`src/sv/u8d_pkg.sv`:
```
// shared types and constants for the utf-8 decoder with identifier classification
// holds the beat structs, byte-format codes and the identifier range tables
// no dependencies
`timescale 1ns / 1ps

package u8d_pkg;

   // byte-format codes
   localparam logic [1:0] CONT_TAG   = 2'b10;
   localparam logic [7:0] ASCII_TOP  = 8'h80;
   localparam logic [7:0] LEAD4_MIN  = 8'hF0;
   localparam logic [7:0] LEAD3_MIN  = 8'hE0;
   localparam logic [7:0] LEAD2_MIN  = 8'hC0;

   localparam int CP_W  = 21;
   localparam int LEN_W = 3;

   localparam logic [LEN_W-1:0] LEN_ONE   = 3'd1;
   localparam logic [LEN_W-1:0] LEN_TWO   = 3'd2;
   localparam logic [LEN_W-1:0] LEN_THREE = 3'd3;
   localparam logic [LEN_W-1:0] LEN_FOUR  = 3'd4;

   // one decoded result between the decode and classify stages
   typedef struct packed {
      logic [CP_W-1:0]  code_point;
      logic [LEN_W-1:0] seq_length;
      logic             is_error;
   } u8d_beat_type;

   // identifier flags from the classifier
   typedef struct packed {
      logic ident_start;
      logic ident_continue;
   } u8d_class_type;

   typedef struct packed {
      logic [CP_W-1:0] lo;
      logic [CP_W-1:0] hi;
   } u8d_range_type;

   localparam int START_N = 53;
   localparam int CONT_N  = 6;

   // code points allowed as the first identifier character
   localparam u8d_range_type START_RANGES [START_N] = '{
      '{21'h00005F, 21'h00005F}, '{21'h000061, 21'h00007A},
      '{21'h000041, 21'h00005A}, '{21'h000024, 21'h000024},
      '{21'h0000A8, 21'h0000A8}, '{21'h0000AA, 21'h0000AA},
      '{21'h0000AD, 21'h0000AD}, '{21'h0000AF, 21'h0000AF},
      '{21'h0000B2, 21'h0000B5}, '{21'h0000B7, 21'h0000BA},
      '{21'h0000BC, 21'h0000BE}, '{21'h0000C0, 21'h0000D6},
      '{21'h0000D8, 21'h0000F6}, '{21'h0000F8, 21'h0000FF},
      '{21'h000100, 21'h0002FF}, '{21'h000370, 21'h00167F},
      '{21'h001681, 21'h00180D}, '{21'h00180F, 21'h001DBF},
      '{21'h001E00, 21'h001FFF}, '{21'h00200B, 21'h00200D},
      '{21'h00202A, 21'h00202E}, '{21'h00203F, 21'h002040},
      '{21'h002054, 21'h002054}, '{21'h002060, 21'h00206F},
      '{21'h002070, 21'h0020CF}, '{21'h002100, 21'h00218F},
      '{21'h002460, 21'h0024FF}, '{21'h002776, 21'h002793},
      '{21'h002C00, 21'h002DFF}, '{21'h002E80, 21'h002FFF},
      '{21'h003004, 21'h003007}, '{21'h003021, 21'h00302F},
      '{21'h003031, 21'h00303F}, '{21'h003040, 21'h00D7FF},
      '{21'h00F900, 21'h00FD3D}, '{21'h00FD40, 21'h00FDCF},
      '{21'h00FDF0, 21'h00FE1F}, '{21'h00FE30, 21'h00FE44},
      '{21'h00FE47, 21'h00FFFD},
      '{21'h010000, 21'h01FFFD}, '{21'h020000, 21'h02FFFD},
      '{21'h030000, 21'h03FFFD}, '{21'h040000, 21'h04FFFD},
      '{21'h050000, 21'h05FFFD}, '{21'h060000, 21'h06FFFD},
      '{21'h070000, 21'h07FFFD}, '{21'h080000, 21'h08FFFD},
      '{21'h090000, 21'h09FFFD}, '{21'h0A0000, 21'h0AFFFD},
      '{21'h0B0000, 21'h0BFFFD}, '{21'h0C0000, 21'h0CFFFD},
      '{21'h0D0000, 21'h0DFFFD}, '{21'h0E0000, 21'h0EFFFD}
   };

   // extra code points allowed after the first identifier character (24h is also a start range)
   localparam u8d_range_type CONT_RANGES [CONT_N] = '{
      '{21'h000030, 21'h000039}, '{21'h000024, 21'h000024},
      '{21'h000300, 21'h00036F}, '{21'h001DC0, 21'h001DFF},
      '{21'h0020D0, 21'h0020FF}, '{21'h00FE20, 21'h00FE2F}
   };

endpackage

```
`src/sv/u8d_ident_class.sv`:
```
// identifier classifier: parallel range compares on one code point
// depends on u8d_pkg for the range tables and the flag struct
`timescale 1ns / 1ps

module u8d_ident_class
   import u8d_pkg::*;
(
   input  logic [CP_W-1:0] code_point,
   input  logic            is_error,
   output u8d_class_type   flags
);

   logic start_hit;
   logic cont_hit;

   // one compare pair per range, or-reduced
   always_comb begin
      start_hit = 1'b0;
      for (int i = 0; i < START_N; i++) begin
         if (code_point >= START_RANGES[i].lo && code_point <= START_RANGES[i].hi) begin
            start_hit = 1'b1;
         end
      end
   end

   always_comb begin
      cont_hit = 1'b0;
      for (int i = 0; i < CONT_N; i++) begin
         if (code_point >= CONT_RANGES[i].lo && code_point <= CONT_RANGES[i].hi) begin
            cont_hit = 1'b1;
         end
      end
   end

   // error beats carry no flags
   assign flags.ident_start    = !is_error && start_hit;
   assign flags.ident_continue = !is_error && (start_hit || cont_hit);

endmodule

```
`src/sv/utf8_decoder_ident_classifier.sv`:
```
// utf-8 byte stream decoder with identifier start/continue classification
// depends on u8d_pkg and u8d_ident_class
//
//   channel   direction  handshake            payload
//   req       in         req_valid/req_stall  req_byte_in[7:0]
//   rsp       out        rsp_valid/rsp_stall  code_point, seq_length, is_error, ident flags
//
// one byte accepted per cycle while req_stall is low; results pass both stage registers
// stage one decodes into the beat register, stage two classifies into the output register
// reset clears the open sequence and both valid flags
// each stage holds while the stage after it is full and stalled; req_stall rises
// only when both stages hold a beat and rsp_stall is high
`timescale 1ns / 1ps

module utf8_decoder_ident_classifier
   import u8d_pkg::*;
(
   input  logic             clock,
   input  logic             reset,
   input  logic             req_valid,
   output logic             req_stall,
   input  logic [7:0]       req_byte_in,
   output logic             rsp_valid,
   input  logic             rsp_stall,
   output logic [CP_W-1:0]  rsp_code_point,
   output logic [LEN_W-1:0] rsp_seq_length,
   output logic             rsp_is_error,
   output logic             rsp_ident_start,
   output logic             rsp_ident_continue
);

   // decode state
   logic [CP_W-1:0]  partial_ff, partial_in;
   logic [1:0]       remain_ff, remain_in;
   logic [LEN_W-1:0] len_ff, len_in;

   // stage registers
   logic             beat_valid_ff, beat_valid_in;
   u8d_beat_type     beat_ff, beat_in;
   logic             out_valid_ff;
   u8d_beat_type     out_ff;
   u8d_class_type    out_flags_ff;

   logic             req_acc;
   logic             out_en;
   logic             beat_en;
   logic [CP_W-1:0]  shifted;
   u8d_class_type    flags;

   // stage enables
   assign out_en    = !out_valid_ff || !rsp_stall;
   assign beat_en   = !beat_valid_ff || out_en;
   assign req_stall = !beat_en;
   assign req_acc   = req_valid && beat_en;

   assign shifted = {partial_ff[CP_W-7:0], req_byte_in[5:0]};

   // byte decode
   always_comb begin
      partial_in    = partial_ff;
      remain_in     = remain_ff;
      len_in        = len_ff;
      beat_valid_in = 1'b0;
      beat_in       = '0;
      if (req_acc) begin
         if (remain_ff != 2'd0) begin
            if (req_byte_in[7:6] != CONT_TAG) begin
               // bad continuation drops the sequence and this byte
               beat_valid_in      = 1'b1;
               beat_in.is_error   = 1'b1;
               beat_in.seq_length = len_ff - {1'b0, remain_ff} + LEN_ONE;
               partial_in         = '0;
               remain_in          = 2'd0;
               len_in             = '0;
            end else if (remain_ff == 2'd1) begin
               beat_valid_in      = 1'b1;
               beat_in.code_point = shifted;
               beat_in.seq_length = len_ff;
               partial_in         = '0;
               remain_in          = 2'd0;
               len_in             = '0;
            end else begin
               partial_in = shifted;
               remain_in  = remain_ff - 2'd1;
            end
         end else begin
            priority if (req_byte_in < ASCII_TOP) begin
               beat_valid_in      = 1'b1;
               beat_in.code_point = {{(CP_W-8){1'b0}}, req_byte_in};
               beat_in.seq_length = LEN_ONE;
            end else if (req_byte_in >= LEAD4_MIN) begin
               partial_in = {{(CP_W-3){1'b0}}, req_byte_in[2:0]};
               len_in     = LEN_FOUR;
               remain_in  = 2'd3;
            end else if (req_byte_in >= LEAD3_MIN) begin
               partial_in = {{(CP_W-4){1'b0}}, req_byte_in[3:0]};
               len_in     = LEN_THREE;
               remain_in  = 2'd2;
            end else if (req_byte_in >= LEAD2_MIN) begin
               partial_in = {{(CP_W-5){1'b0}}, req_byte_in[4:0]};
               len_in     = LEN_TWO;
               remain_in  = 2'd1;
            end else begin
               // stray continuation byte
               beat_valid_in      = 1'b1;
               beat_in.is_error   = 1'b1;
               beat_in.seq_length = LEN_ONE;
            end
         end
      end
   end

   // decode state and beat register
   always_ff @(posedge clock) begin
      if (reset) begin
         partial_ff    <= '0;
         remain_ff     <= 2'd0;
         len_ff        <= '0;
         beat_valid_ff <= 1'b0;
      end else begin
         partial_ff <= partial_in;
         remain_ff  <= remain_in;
         len_ff     <= len_in;
         if (beat_en) begin
            beat_valid_ff <= beat_valid_in;
         end
      end
   end

   always_ff @(posedge clock) begin
      if (beat_en) begin
         beat_ff <= beat_in;
      end
   end

   // identifier classification
   u8d_ident_class u_class (
      .code_point (beat_ff.code_point),
      .is_error   (beat_ff.is_error),
      .flags      (flags)
   );

   // output register
   always_ff @(posedge clock) begin
      if (reset) begin
         out_valid_ff <= 1'b0;
      end else if (out_en) begin
         out_valid_ff <= beat_valid_ff;
      end
   end

   always_ff @(posedge clock) begin
      if (out_en) begin
         out_ff       <= beat_ff;
         out_flags_ff <= flags;
      end
   end

   assign rsp_valid          = out_valid_ff;
   assign rsp_code_point     = out_ff.code_point;
   assign rsp_seq_length     = out_ff.seq_length;
   assign rsp_is_error       = out_ff.is_error;
   assign rsp_ident_start    = out_flags_ff.ident_start;
   assign rsp_ident_continue = out_flags_ff.ident_continue;

   // error beats carry a zero code point and no flags
   assert property (@(posedge clock) disable iff (reset)
      rsp_valid && rsp_is_error |->
         rsp_code_point == '0 && !rsp_ident_start && !rsp_ident_continue)
      else $error("error beat with payload");

   // a start character is always a continue character
   assert property (@(posedge clock) disable iff (reset)
      rsp_valid && rsp_ident_start |-> rsp_ident_continue)
      else $error("ident_start without ident_continue");

   // sequence length stays within one to four
   assert property (@(posedge clock) disable iff (reset)
      rsp_valid |-> rsp_seq_length != '0 && rsp_seq_length <= LEN_FOUR)
      else $error("bad sequence length");

   // an open sequence has fewer bytes due than its length
   assert property (@(posedge clock) disable iff (reset)
      remain_ff != 2'd0 |-> len_ff >= LEN_TWO && {1'b0, remain_ff} < len_ff)
      else $error("inconsistent decode state");

   // the input side stalls only when both stages are full
   assert property (@(posedge clock) disable iff (reset)
      req_stall |-> beat_valid_ff && out_valid_ff && rsp_stall)
      else $error("stall with free stage");

endmodule

```
`config.mk`:
```
export PLATFORM = sky130hd
export DESIGN_NAME = utf8_decoder_ident_classifier
export DESIGN_NICKNAME = d
export VERILOG_FILES = /design/src/sv/u8d_pkg.sv /design/src/sv/u8d_ident_class.sv /design/src/sv/utf8_decoder_ident_classifier.sv
export SDC_FILE = /design/constraint.sdc
export NUM_CORES = 1
export LEC_CHECK = 0
export BUFFER_PORTS_ARGS = -buffer_cell sky130_fd_sc_hd__buf_2
export CORE_AREA = 2 2 142 144
export CTS_CLUSTER_DIAMETER = 100
export DETAILED_ROUTE_END_ITERATION = 16
export DIE_AREA = 0 0 144 146
export PLACE_DENSITY = 0.39
export SYNTH_ARGS = -nofsm -noshare
export SYNTH_HDL_FRONTEND = slang
export SYNTH_SLANG_ARGS = --single-unit
```
`constraint.sdc`:
```
create_clock -name clock -period 5.1 [get_ports clock]
set_input_delay 0.51 -clock clock [delete_from_list [all_inputs] [get_ports clock]]
set_output_delay 0.51 -clock clock [all_outputs]
set_load 0.03 [all_outputs]
```
==> qor.txt <==
Largest net degree at the start of global routing - 28
H-tree level count - 3
Reg2reg end - rsp_ident_continue$_DFFE_PP_
Post-Syn Instances - 536
Vias in the first global route - 4,164
Final Hold Viols - 0
Area leader, netlist - edfxtp_1
Worst Tran Pin Value - 1120 ps
Worst Skew - 6.19 ps
DR DRC count - 0
Router iterations before antenna repair - 5
Antenna diode count - 0
Tcrit/Tclk final - 69.0%
FF-to-FF Start - beat_ff[24]$_SDFFCE_PP0N_
Core ar. - 0.0193 mm2
Final GP Congestion - 0.937
Worst min path class - register to register
Longest Clk Path Bufs - 2
Nets - 567
GRT Total Usage - 15.4%
Switching power - 430 uW
Max-cap violations - 0
Port bufs - 40
Setup_tns - 0 ps
Die area - 0.0210 mm2
FP Rows - 51
R2r setup slk - 1580 ps
TritonCTS buffer count - 9
Yosys top cell area share - 32.7%
Netlist cell types - 74
Number of clock sinks - 74
Flop pwr share - 45.5%
Cts hold-fix bufs - 0
First-pass GRT wire length - 24.9 mm
Height of the chip - 146 um
Synth top area cells - edfxtp_1 33%, dfxtp_1 9.2%, nand2_1 4.6%
Clock Pin Slew Worst Setup and Hold Paths - 60 ps
Worst Path Arrival - 3570 ps
RSZ-0062 raised after global routing - no
Starting DRT DRC Count - 627
Ys Warns - 0
Sw Ratio - 28.0%
Via count - 4,396
Post-route insts no fill - 819
Share of layout cells above drive strength 1 - 14.4%
Final hold slack - 419 ps
Worst setup path startpoint - beat_ff[24]$_SDFFCE_PP0N_
Post-Syn Area - 0.00478 mm2
Starting Density - 24.7%
Final setup viols - 0
HPWL after detailed placement - 11.3 mm
CP max FO - 12
Routed length per placed instance - 19.7 um
Area growth syn-to-layout - 12.5%
Most common cell after layout, fill and taps aside - nand2_1
Clock root buffer - clkbuf_16
Die width - 144 um
CP Launch Type - register
Static leakage - 1.93 nW
Worst setup EP type - register
Final slew viol count - 0
Overflow after GRT - 0
R2R depth - 7
Syn Nets - 554
Worst rel slew slack - 24.9%
Syn Area/Cell - 8.92 um2
Combinational Power Share - 13.7%
Final wirelength - 16.1 mm
Sequential-to-total area share from yosys stat - 41.9%
Cell internal pwr - 1.11 mW
Crit path to - rsp_ident_continue$_DFFE_PP_
Commonest cells after routing, fill and taps aside - 58 x nand2_1, 52 x edfxtp_1, 43 x a21oi_1
Postcts setup bufs - 0
Via density - 5.37
Fillers - 2,085
Maximum achievable frequency - 284 MHz
Clk_lat worst skew - 340 ps
I/O pin cnt - 41
Synth Flop Type - edfxtp_1
Yosys reg bits - 74
Post-synth EDFFs - 52
Min Tclk post-route - 3520 ps
Ys async rst share - 0%
TritonCTS clock tree - built
Critical Path RT - 5150 ps
Initial antenna violation count - 0
WS Path Type - register to register
Dpl cells - 802
Power density over cell area - 286 mW/mm2
Clock power share - 40.8%
# resized after CTS - 0
Routed Antenna Nets - 0
Max rail drop VDD - 151 uV
Outcome - complete, no violations
==> how the worst min path moves through the flow <==
stage / startpoint / to / slack, ps / cells past startpoint
floorplan: beat_ff[1]$_SDFFCE_PN0N_ / rsp_seq_length[0]$_DFFE_PP_ / 400 / 0
global placement: beat_ff[1]$_SDFFCE_PN0N_ / rsp_seq_length[0]$_DFFE_PP_ / 400 / 0
detailed placement: beat_ff[1]$_SDFFCE_PN0N_ / rsp_seq_length[0]$_DFFE_PP_ / 410 / 0
CTS: req_valid / beat_valid_ff$_SDFFE_PP0N_ / 420 / 3
global route: beat_ff[1]$_SDFFCE_PN0N_ / rsp_seq_length[0]$_DFFE_PP_ / 420 / 0
finish: beat_ff[1]$_SDFFCE_PN0N_ / rsp_seq_length[0]$_DFFE_PP_ / 420 / 0
==> power groups by stage <==
| stage | Sequential [mW] | Clock, mW | Combinational (mW) |
|---|---|---|---|
| 6_report | 0.700 | 0.628 | 0.211 |
| 5_1_grt | 0.704 | 0.669 | 0.226 |
| 4_1_cts | 0.700 | 0.648 | 0.209 |
| 3_5_place_dp | 0.712 | 0 | 0.209 |
| 3_3_place_gp | 0.713 | 0 | 0.212 |
| 2_1_floorplan | 0.730 | 0 | 0.121 |
==> synthesized netlist by cell type (4+ instances only) <==
cell type  instances
a211oi_1           7
a21o_1             5
a21oi_1           43
a31oi_1            6
and2_1            23
buf_2              9
buf_6              6
clkbuf_1          24
clkbuf_8           4
dfxtp_1           22
edfxtp_1          52
ha_1               6
inv_1             11
nand2_1           58
nand2b_1          13
nand3_1           31
nand4_1           19
nand4b_1           7
nor2_1            32
nor2b_1            9
nor3_1            20
nor4_1            23
o2111ai_1          4
o211ai_1           4
o21ai_0           16
o31ai_1            4
or3_1              4
xnor2_1            4
==> worst max-delay path, cell delays in order, from the launching register on <==
cell       delay, ps
edfxtp_1         530
nor4_2          1010
and2_1           460
a2111oi_0        180
nor4_1           280
nand4_1          150
nor4_1           490
a31oi_1          140
==> state kept, by name (all words and copies together), names as in the netlist, 2 cells and up <==
register and count:
beat_ff 25, rsp_code_point 21, partial_ff 15, len_ff 3
rsp_seq_length 3, remain_ff 2
==> layout make-up <==
| type | count | area [um2] | area share, % |
|---|---|---|---|
| Timing Repair Buffer | 51 | 283 | 5.26 |
| Clock buffer | 9 | 225 | 4.19 |
| Clock inverter | 7 | 70.1 | 1.30 |
| Sequential cell | 74 | 2000 | 37.2 |
| Multi-Input combinational cell | 402 | 2420 | 45.1 |
| Inverter | 11 | 41.3 | 0.768 |
| Tap cell | 265 | 332 | 6.17 |
==> through the flow <==
stage | setup WS (ps) | area [um2] | util [%] | total power, mW
global placement | 1680 | 5070 | 26.2 | 0.924
detailed placement | 1510 | 5070 | 26.2 | 0.921
finish | 1580 | 5380 | 27.8 | 1.54
floorplan | 2620 | 4780 | - | 0.851
global route | 1370 | 5380 | 27.8 | 1.60
CTS | 1480 | 5370 | 27.8 | 1.56
==> layer usage <==
layer  routed length [um]  GRT usage [%]  vias to the layer above
li1                     -              -                     2053
met1                 6970           20.1                     2108
met2                 7760           24.8                      197
met3                  891           2.99                       38
met4                  499           6.18                        0
met5                    0              0                        -
==> logic make-up (layout without fill, tap and decap cells) <==
logic type	count (synthesis)	after routing	share of synthesized area, %
AOI/OAI and AO/OA	125	125	17.3
buffers and inverters	60	78	7.38
adders and majority gates	6	6	1.57
and+or+nand+nor	265	265	30.7
DFF	74	74	41.9
muxes	1	1	0.236
xor gates and xnor gates	5	5	0.916
Power figures use the tool's default switching activity.
